**config.mk**
```make
export PLATFORM = sky130hd
export DESIGN_NAME = round_screen_row_inset
export DESIGN_NICKNAME = d
export VERILOG_FILES = /design/src/rtl/rsi_pkg.sv /design/src/rtl/round_screen_row_inset.sv /design/src/rtl/rsi_sqrt.sv
export SDC_FILE = /design/constraint.sdc
export NUM_CORES = 1
export LEC_CHECK = 0
export ABC_CLOCK_PERIOD_IN_PS = 5650
export BUFFER_PORTS_ARGS = -buffer_cell sky130_fd_sc_hd__buf_2
export CORE_MARGIN = 1.5
export CORE_UTILIZATION = 30
export DETAILED_ROUTE_END_ITERATION = 12
export GPL_TIMING_DRIVEN = 0
export SYNTH_ARGS = -nofsm -noshare
export SYNTH_HDL_FRONTEND = slang
export SYNTH_SLANG_ARGS = --single-unit
```
**constraint.sdc**
```tcl
create_clock -name clk -period 5.65 [get_ports clk]
set_input_delay 1.13 -clock clk [delete_from_list [all_inputs] [get_ports clk]]
set_output_delay 1.13 -clock clk [all_outputs]
set_load 0.005 [all_outputs]
```
**src/rtl/rsi_pkg.sv**
```systemverilog
// Shared constants, widths and types for the round screen row inset block.
package rsi_pkg;

  // Default display geometry and minimum pad
  localparam int unsigned DefScreenWidth  = 180;
  localparam int unsigned DefScreenHeight = 180;
  localparam int unsigned DefMinInset     = 6;

  // Field and datapath widths
  localparam int unsigned YW    = 10;  // signed row edge coordinate
  localparam int unsigned WW    = 9;   // row width
  localparam int unsigned PXW   = 8;   // inset, radius, half chord
  localparam int unsigned DW    = 11;  // signed distance from the vertical center
  localparam int unsigned RADW  = 16;  // radicand r*r - dy*dy
  localparam int unsigned BITW  = 15;  // one-hot root trial bit, starts at 4**7

  // floor(x/5) == (x*205) >> 10 for x < 1024; the cap uses x = 2*w
  localparam int unsigned CapMul   = 410;
  localparam int unsigned CapMulW  = 9;
  localparam int unsigned CapShift = 10;

  // Sequencer states
  typedef enum logic [5:0] {
    S_IDLE = 6'b000001,
    S_DIST = 6'b000010,
    S_SQR  = 6'b000100,
    S_SUB  = 6'b001000,
    S_ROOT = 6'b010000,
    S_FIN  = 6'b100000
  } rsi_state_t;

endpackage

```
**src/rtl/round_screen_row_inset.sv**
```systemverilog
// Round display row inset: half chord by iterative square root, capped and padded.
// Steps in order: distance, square, subtract, the 8 root steps of the square root unit
//   and its done strobe, then clamp. No new item is taken until the sequencer is back
//   in idle, so items do not overlap.
// Input stall is high while an item is in work or its result cannot be loaded.
// Reset (rst, synchronous) returns the sequencer to idle and drops output valid.
module round_screen_row_inset
  import rsi_pkg::*;
#(
  parameter int unsigned SCREEN_WIDTH  = DefScreenWidth,
  parameter int unsigned SCREEN_HEIGHT = DefScreenHeight,
  parameter int unsigned MIN_INSET     = DefMinInset
) (
  input  logic                 clk,
  input  logic                 rst,
  input  logic                 in_valid,
  output logic                 in_stall,
  input  logic signed [YW-1:0] row_top_y,
  input  logic signed [YW-1:0] row_bottom_y,
  input  logic [WW-1:0]        row_width,
  output logic                 out_valid,
  input  logic                 out_stall,
  output logic [PXW-1:0]       inset_px
);

  localparam logic [PXW-1:0]         RadPx   = PXW'(SCREEN_WIDTH / 2);
  localparam logic signed [DW-1:0]   CenterY = DW'(SCREEN_HEIGHT / 2);
  localparam logic [RADW-1:0]        RadSq   = RADW'((SCREEN_WIDTH / 2) * (SCREEN_WIDTH / 2));
  localparam logic [PXW-1:0]         MinPx   = PXW'(MIN_INSET);

  rsi_state_t state, state_next;

  logic signed [YW-1:0] top_q;
  logic signed [YW-1:0] bot_q;
  logic [WW-1:0]        width_q;
  logic [PXW-1:0]       dy;
  logic [PXW-1:0]       cap;
  logic [RADW-1:0]      dy_sq;
  logic [PXW-1:0]       half;

  logic signed [DW-1:0] dt, db;
  logic [DW-1:0]        at, ab, amax;
  logic [WW+CapMulW-1:0] cap_prod;
  logic                 sq_start;
  logic                 sq_done;
  logic [PXW-1:0]       sq_root;
  logic [RADW-1:0]      radicand;
  logic [PXW-1:0]       pad, pad_cap;
  logic                 out_free;

  assign in_stall = (state != S_IDLE);
  assign out_free = !out_valid || !out_stall;

  // Distance of the farther edge from the vertical center, clamped to the radius
  assign dt   = DW'(top_q) - CenterY;
  assign db   = DW'(bot_q) - CenterY;
  assign at   = dt[DW-1] ? DW'(-dt) : DW'(dt);
  assign ab   = db[DW-1] ? DW'(-db) : DW'(db);
  assign amax = (at > ab) ? at : ab;

  // Forty percent cap: floor(2w/5) by reciprocal multiply
  assign cap_prod = (WW+CapMulW)'(width_q) * (WW+CapMulW)'(CapMul);

  // Radicand and final clamp
  assign radicand = RadSq - dy_sq;
  assign sq_start = (state == S_SUB);
  assign pad      = RadPx - half;
  assign pad_cap  = (pad > cap) ? cap : pad;

  rsi_sqrt u_sqrt (
    .clk      (clk),
    .rst      (rst),
    .start    (sq_start),
    .radicand (radicand),
    .done     (sq_done),
    .root     (sq_root)
  );

  // Sequencer next state
  always_comb begin
    state_next = state;
    case (state)
      S_IDLE: if (in_valid) state_next = S_DIST;
      S_DIST: state_next = S_SQR;
      S_SQR:  state_next = S_SUB;
      S_SUB:  state_next = S_ROOT;
      S_ROOT: if (sq_done) state_next = S_FIN;
      S_FIN:  if (out_free) state_next = S_IDLE;
      default: state_next = S_IDLE;
    endcase
  end

  // Advance the sequencer and hold the output until transfer
  always_ff @(posedge clk) begin
    if (rst) begin
      state     <= S_IDLE;
      out_valid <= 1'b0;
    end else begin
      state <= state_next;
      if (state == S_FIN && out_free) begin
        out_valid <= 1'b1;
      end else if (!out_stall) begin
        out_valid <= 1'b0;
      end
    end
  end

  // Datapath registers
  always_ff @(posedge clk) begin
    if (state == S_IDLE && in_valid) begin
      top_q   <= row_top_y;
      bot_q   <= row_bottom_y;
      width_q <= row_width;
    end
    if (state == S_DIST) begin
      dy  <= (amax > DW'(RadPx)) ? RadPx : amax[PXW-1:0];
      cap <= cap_prod[CapShift+PXW-1:CapShift];
    end
    if (state == S_SQR) begin
      dy_sq <= RADW'(dy) * RADW'(dy);
    end
    if (state == S_ROOT && sq_done) begin
      half <= sq_root;
    end
    if (state == S_FIN && out_free) begin
      inset_px <= (pad_cap < MinPx) ? MinPx : pad_cap;
    end
  end

endmodule

```
**src/rtl/rsi_sqrt.sv**
```systemverilog
// Iterative floor square root of a 16-bit value, one result bit per cycle.
module rsi_sqrt
  import rsi_pkg::*;
(
  input  logic            clk,
  input  logic            rst,
  input  logic            start,
  input  logic [RADW-1:0] radicand,
  output logic            done,
  output logic [PXW-1:0]  root
);

  logic            busy;
  logic [RADW-1:0] rem;
  logic [RADW:0]   res;
  logic [BITW-1:0] trial;
  logic [RADW:0]   cand;
  logic            take;

  // Compare the remainder against res + trial bit
  assign cand = res + (RADW+1)'(trial);
  assign take = (RADW+1)'(rem) >= cand;
  assign root = res[PXW-1:0];

  // Control: run from start until the last trial bit is used
  always_ff @(posedge clk) begin
    if (rst) begin
      busy <= 1'b0;
      done <= 1'b0;
    end else begin
      done <= 1'b0;
      if (start) begin
        busy <= 1'b1;
      end else if (busy && trial[0]) begin
        busy <= 1'b0;
        done <= 1'b1;
      end
    end
  end

  // Datapath: one restoring step per cycle
  always_ff @(posedge clk) begin
    if (start) begin
      rem   <= radicand;
      res   <= '0;
      trial <= BITW'(1) << (BITW-1);
    end else if (busy) begin
      if (take) begin
        rem <= RADW'((RADW+1)'(rem) - cand);
        res <= (res >> 1) + (RADW+1)'(trial);
      end else begin
        res <= res >> 1;
      end
      trial <= trial >> 2;
    end
  end

endmodule
```
==> results.md, run 1 <==
- Status: finished with violations
- Violated checks: DRC
- Post-CTS Hold Buffers: 0
- Setup slack, reg-to-reg: 0.95 ns
- Full die area: 37490 µm²
- Hold EP: half[0]
- Commonest register cell after synthesis: edfxtp_1
- # DRC: 1
- Synth Area in Simple Gates: 0.1427
- Worst hold path startpoint: u_sqrt.res[0]
- Worst hold path class: reg2reg
- Max Fclk: 212.8 MHz
- Placed Area: 11710 µm²
- Largest family of logic cells by synthesized area: adder cells
- CP max stage cell: a2111oi_2
- Layout Nets: 1402
- Synth top area cells: edfxtp_1 (25%), ha_1 (16%), fa_1 (7.3%), dfxtp_1 (6.2%), xnor2_1 (4.5%)
- Crit path required time: 5.83 ns
- Drt pass-1 iters: 9
- Die Ht: 193.6 µm
- Yosys reg bits: 126
- Critical Path Fanout Max: 9
- GRT Residual Overflow: 0
- Final hold slack: 0.4958 ns
- Min Tclk post-route: 4.699 ns
- Vias per Instance: 4.801
- Power density cells: 341.5 nW/µm²
- Crit start category: register
- Top-Level Pins: 43
- Avg Synthesized Cell Area: 9.656 µm²
- Clock buffer depth: 2
- GP Congestion: 0.8306
- Area of the mapped netlist: 10900 µm²
- Endpoints failing setup: 0
- Hold Path Cell Cnt: 0
- Reg2Reg Capture Point: dy[4]
- Most used standard cell by instance count after synthesis: ha_1
- TritonCTS clock tree: built
- WS Path Type: reg2reg
- Syn Inst Count: 1129
- Sequential share of the synthesized area: 0.3158
- Worst path max stage delay: 0.59 ns
- N_diodes: 0
- Post-route setup TNS: 0 ns
- Resized cells post-CTS: 0
- Maxcap violations: 0
- CTS Root Cell: clkbuf_16
- Most used cell, CP: o21ai_0
- Unrepaired setup endpoints after global routing: no
- Leading area contributor after synthesis: edfxtp_1
- Remaining antenna violation count: 0
- Die W: 193.6 µm
- Max IR drop VDD: 247.9 µV
- Initial antenna violation count: 0
- Vias in the first global route: 8241
- Worst-path cell chain: inv_1 > ha_1 > or4b_1 > a211o_1 > a21oi_2 > nand2_1 > o21ai_0 > xnor2_1 > ha_1 > a21oi_1 > o21ai_0 > a2111oi_2 > o21ai_0 > o2111ai_1 > a22oi_2 > a211o_1
- Synth Area in Compound Gates: 0.1616
- Setup crit end kind: register
- First-pass GRT wire length: 38750 µm
- Final WS setup: 0.9510 ns
- Htree depth: 4
- Placed cells: 1635
- Post-synthesis mux area share: 0.02364
- WL per Instance: 13.30 µm
- Worst Tran Pin Value: 0.9004 ns
- Synth top area share: 0.2534
- Total wire length: 22180 µm
- Site Rows: 69
- Vias post-DR: 8003
- Fin. Hold Viols: 0
- Post-route cell area: 12310 µm²
- Post-CTS setup buffer count: 0
- Share of layout cells above drive strength 1: 0.1012
- DP Worst Slack: 0.9551 ns
- Max-slew headroom: 0.3997
- CP arrival: 4.88 ns
- Total global-route track usage: 0.1252
- Final HPWL DP: 17440 µm
- Power Total: 4.203 mW
- RR Startpoint: bot_q[1]
- Largest net degree at the start of global routing: 30
- Leakage: 5.173 nW
- R2R depth: 16
- Iter 0 DRT Violations: 298
- Area Overhead vs Synth: 12.90%
- Warnings from Yosys: 0
- Synth cell types: 80
- Number of CTS-inserted buffers: 17
- XOR/XNOR Fraction of Synth Area: 0.07713
- Final Skew: 0.008027 ns
- Post-synth ARST share: 0
- Sink Count: 126
- Post-synth EDFFs: 92
- Post-Layout Cell Count: 1667
- Final Cycle Share: 0.8317
- Initial Utilization: 0.3058
- I/O Buffers: 42
- Worst skew pair latency: 0.43 ns
- Reg clk slew, reported paths: 0.06 ns
- Slew Limit Fails: 0
- Placeable Area: 35660 µm²
- Post-Synth Adder-Cell Area: 0.2295
- Fin util: 0.3452
- Most frequent cells after synthesis: ha_1 (136), inv_1 (114), edfxtp_1 (92), nor2_1 (85), a21oi_1 (69)
worst max-delay path by stage:
stage / to / from / slack, ns / cells after the start
3_5_place_dp: dy[4] / bot_q[1] / 0.96 / 16
5_1_grt: dy[4] / bot_q[1] / 0.38 / 16
3_3_place_gp: u_sqrt.rem[0] / u_sqrt.res[2] / -0.15 / 17
6_report: dy[4] / bot_q[1] / 0.95 / 16
4_1_cts: dy[4] / bot_q[1] / 0.93 / 16
2_1_floorplan: u_sqrt.rem[0] / u_sqrt.res[2] / 1.11 / 17
cell type report:
cell class                      count  area [µm²]
Buffer                             23       105.1
Clock buffer                       18       450.4
Clock inverter                     14       146.4
Fill cell                        3597       23350
Inverter                          114       427.9
Multi-Input combinational cell    869        6948
Sequential cell                   126        3443
Tap cell                          461       576.8
Timing Repair Buffer               42       210.2
registers in the layout (all words and copies together) (netlist names), 6 cells and up:
name	flops
half	8
inset_px	8
state	6
dy	8
top_q	10
dy_sq	15
u_sqrt.trial	8
width_q	9
u_sqrt.rem	16
u_sqrt.res	17
bot_q	10
cap	8
layer usage:
layer / wire (µm) / GRT usage / part of all wire / vias up
met4: 269 / 0.03354 / 0.012 / 0
li1: - / - / - / 4155
met1: 10830 / 0.1591 / 0.49 / 3751
met5: 0 / 0 / 0 / -
met2: 10550 / 0.2167 / 0.48 / 82
met3: 526 / 0.02383 / 0.024 / 15
cell usage in the layout, fill, tap and decap left out, types with 7 or more instances in the layout:
master,netlist,final
nand2_1,65,65
a21o_1,15,15
fa_1,40,40
nand4_1,7,7
and3_1,7,7
inv_1,114,114
a211oi_1,8,8
a31oi_1,17,17
or2_2,7,7
a21oi_1,69,69
mux2i_1,16,16
o21bai_1,7,7
xnor2_1,56,56
nor2b_1,19,19
nand2b_1,12,12
xor2_1,40,40
clkbuf_16,0,18
clkbuf_1,17,17
and2_1,22,22
nor3_1,23,23
nand3_1,23,23
o21ai_0,63,62
buf_2,3,45
o21a_1,14,14
nor2_1,85,84
ha_1,136,136
nand3b_1,7,7
dfxtp_1,34,34
edfxtp_1,92,92
report_power, final:
group | switching (mW) | total [mW] | internal (mW)
sequential | 0.0829 | 1.24 | 1.16
combinational | 0.998 | 1.84 | 0.843
clock | 0.471 | 1.12 | 0.648
critical path: cells and delay by family, from the launching register on:
family,cells,cell delay (ns)
buffers and inverters,1,0.11
flip-flops,1,0.54
AND/OR/NAND/NOR,2,0.56
XOR/XNOR,1,0.15
adder cells (fa/ha/maj),2,0.58
AO/OA/AOI/OAI,10,2.50
logic make-up after synthesis:
group | Yosys count
compound gates | 261
xor+xnor | 96
fa+ha+maj | 176
buf+inv | 137
flops | 126
mux | 24
other cells | 2
simple gates | 307
Power figures use the tool's default switching activity.
==> run 2: changes to the inputs <==
- ABC_CLOCK_PERIOD_IN_PS: 5650 -> 4400
- clock period: 5.65 -> 4.4 ns (I/O delays scaled with it)
==> run 2 against run 1 <==
Critical path type unchanged. Critical path depth down 4. The run still ends with DRC left. Sequential share of layout area down 0.58 points. Utilization up 0.75 points. Flip-flop and latch count unchanged. Sequential power up 28%.
==> results.md, run 2 (synthesis results as in run 1) <==
- CP max stage cell: fa_1 (was a2111oi_2)
- GP Congestion: 0.8289 (was 0.8306)
- Min Tclk post-route: 4.232 ns (was 4.699 ns)
- Reg clk slew, reported paths: 0.07 ns (was 0.06 ns)
- Cell internal pwr: 3.439 mW (was 2.651 mW)
- Worst-path cell chain: buf_4 > and2_1 > fa_1 > fa_1 > fa_1 > fa_1 > ha_1 > o211ai_1 > a21oi_1 > nor2_1 > a21oi_1 > xnor2_1 (was inv_1 > ha_1 > or4b_1 > a211o_1 > a21oi_2 > nand2_1 > o21ai_0 > xnor2_1 > ha_1 > a21oi_1 > o21ai_0 > a2111oi_2 > o21ai_0 > o2111ai_1 > a22oi_2 > a211o_1)
- Crit start category: register (unchanged)
- Full die area: 37490 µm² (unchanged)
- Vias post-DR: 8208 (was 8003)
- Layout Nets: 1427 (was 1402)
- Vias per Instance: 4.851 (was 4.801)
- Power density cells: 439.3 nW/µm² (was 341.5 nW/µm²)
- Worst hold path class: reg2reg (unchanged)
- Worst path max stage delay: 0.53 ns (was 0.59 ns)
- Die Ht: 193.6 µm (unchanged)
- Number of CTS-inserted buffers: 17 (unchanged)
- Total wire length: 22520 µm (was 22180 µm)
- Commonest non-fill, non-tap cells in the layout: ha_1 (135), inv_1 (114), edfxtp_1 (92), nor2_1 (81), a21oi_1 (66) (was ha_1 (136), inv_1 (114), edfxtp_1 (92), nor2_1 (84), a21oi_1 (69))
- Biggest regs: u_sqrt.res x17, u_sqrt.rem x16, dy_sq x15 (unchanged)
- Remaining antenna violation count: 0 (unchanged)
- Final HPWL DP: 17320 µm (was 17440 µm)
- Post-route cell area: 12570 µm² (was 12310 µm²)
- Max-slew headroom: 0.4257 (was 0.3997)
- Post-CTS Hold Buffers: 0 (unchanged)
- Commonest non-fill, non-tap cell in the layout: ha_1 (unchanged)
- Initial Utilization: 0.3058 (unchanged)
- Total global-route track usage: 0.1229 (was 0.1252)
- CP arrival: 4.41 ns (was 4.88 ns)
- Area Overhead vs Synth: 15.35% (was 12.90%)
- WS Path Type: reg2reg (unchanged)
- Biggest register: u_sqrt.res (unchanged)
- Share of layout cells above drive strength 1: 0.1316 (was 0.1012)
- Max FFs per register: 17 (unchanged)
- R2R depth: 12 (was 16)
- Sink Count: 126 (unchanged)
- Largest net degree at the start of global routing: 30 (unchanged)
- Worst skew pair latency: 0.44 ns (was 0.43 ns)
- Iter 0 DRT Violations: 347 (was 298)
- Top-Level Pins: 43 (unchanged)
- N_diodes: 0 (unchanged)
- Most used cell, CP: fa_1 (was o21ai_0)
- I/O Buffers: 42 (unchanged)
- Placeable Area: 35660 µm² (unchanged)
- Fin util: 0.3527 (was 0.3452)
- Leakage: 5.308 nW (was 5.173 nW)
- Slew Limit Fails: 0 (unchanged)
- Max Fclk: 236.3 MHz (was 212.8 MHz)
- Placed Area: 11710 µm² (unchanged)
- Max IR drop VDD: 306.9 µV (was 247.9 µV)
- Site Rows: 69 (unchanged)
- Drt pass-1 iters: 9 (unchanged)
- Net Sw Frac: 0.3774 (was 0.3692)
- Htree depth: 4 (unchanged)
- WL per Instance: 13.31 µm (was 13.30 µm)
- Crit path buf inv count: 1 (unchanged)
- Die W: 193.6 µm (unchanged)
- Endpoints failing setup: 0 (unchanged)
- Post-route setup TNS: 0 ns (unchanged)
- Final Cycle Share: 0.9618 (was 0.8317)
- Switching Power: 2.085 mW (was 1.552 mW)
- Crit path depth: 12 (was 16)
- First-pass GRT wire length: 37940 µm (was 38750 µm)
- Hold Path Cell Cnt: 0 (unchanged)
- Status: finished with violations (unchanged)
- TritonCTS clock tree: built (unchanged)
- Crit path required time: 4.58 ns (was 5.83 ns)
- Maxcap violations: 0 (unchanged)
- Vias in the first global route: 8088 (was 8241)
- Final hold slack: 0.5052 ns (was 0.4958 ns)
- Clock buffer depth: 2 (unchanged)
- GRT Residual Overflow: 0 (unchanged)
- Violated checks: DRC (unchanged)
- Initial antenna violation count: 0 (unchanged)
- Setup crit end kind: register (unchanged)
- # DRC: 1 (unchanged)
- Worst Tran Pin Value: 0.8595 ns (was 0.9004 ns)
- Comb pwr share: 0.460 (was 0.438)
- Fin. Hold Viols: 0 (unchanged)
- Critical Path Fanout Max: 6 (was 9)
- Clock power share: 0.252 (was 0.266)
- CTS Root Cell: clkbuf_16 (unchanged)
- Final Skew: 0.008997 ns (was 0.008027 ns)
- Seq pwr share: 0.288 (was 0.296)
- Placed cells: 1635 (unchanged)
- Critical path's top delay family: adder cells (was compound AO/OA/AOI/OAI gates)
- Post-Layout Cell Count: 1692 (was 1667)
-- run 2: routing by layer --
metal | global-route usage | vias up | routed length [µm]
li1 | - | 4192 | -
met1 | 0.1502 | 3852 | 10490
met2 | 0.2173 | 134 | 10900
met3 | 0.02035 | 30 | 775
met4 | 0.04404 | 0 | 361
met5 | 0 | - | 0
-- run 2: through the flow --
step                setup WS (ns)  power [mW]
finish                     0.1680       5.523
global route             -0.01449       5.991
CTS                      0.002191       5.463
detailed placement        -0.2619       3.991
global placement          -0.6755       3.943
floorplan                  0.2437       3.523
-- run 2: timing repair --
item	in CTS	in global routing
resized for setup	5	20
setup endpoints to repair	26	43
setup buffers	5	21
endpoints found under the hold margin	0	0
pin swaps	3	4
-- run 2: cell type report --
type                            instances  area [µm²]
Buffer                                 22       103.9
Clock buffer                           18       450.4
Multi-Input combinational cell        869        7033
Sequential cell                       126        3445
Clock inverter                         14       120.1
Fill cell                            3576       23080
Inverter                              114       427.9
Tap cell                              461       576.8
Timing Repair Buffer                   68       417.9
-- run 2: worst paths after layout --
| kind | slack [ns] | to | startpoint |
|---|---|---|---|
| setup / recovery | 0.17 | dy_sq[15] | dy[5] |
| hold / removal | 0.51 | half[0] | u_sqrt.res[0] |
| setup reg to reg | 0.17 | dy_sq[15] | dy[5] |
| hold reg to reg | 0.51 | half[0] | u_sqrt.res[0] |
-- run 2: power groups by stage --
stage,sequential [mW],clock [mW],combinational [mW]
CTS,1.59,1.42,2.45
detailed placement,1.62,0,2.37
global route,1.60,1.47,2.92
finish,1.59,1.39,2.54
global placement,1.62,0,2.32
floorplan,1.58,0,1.94
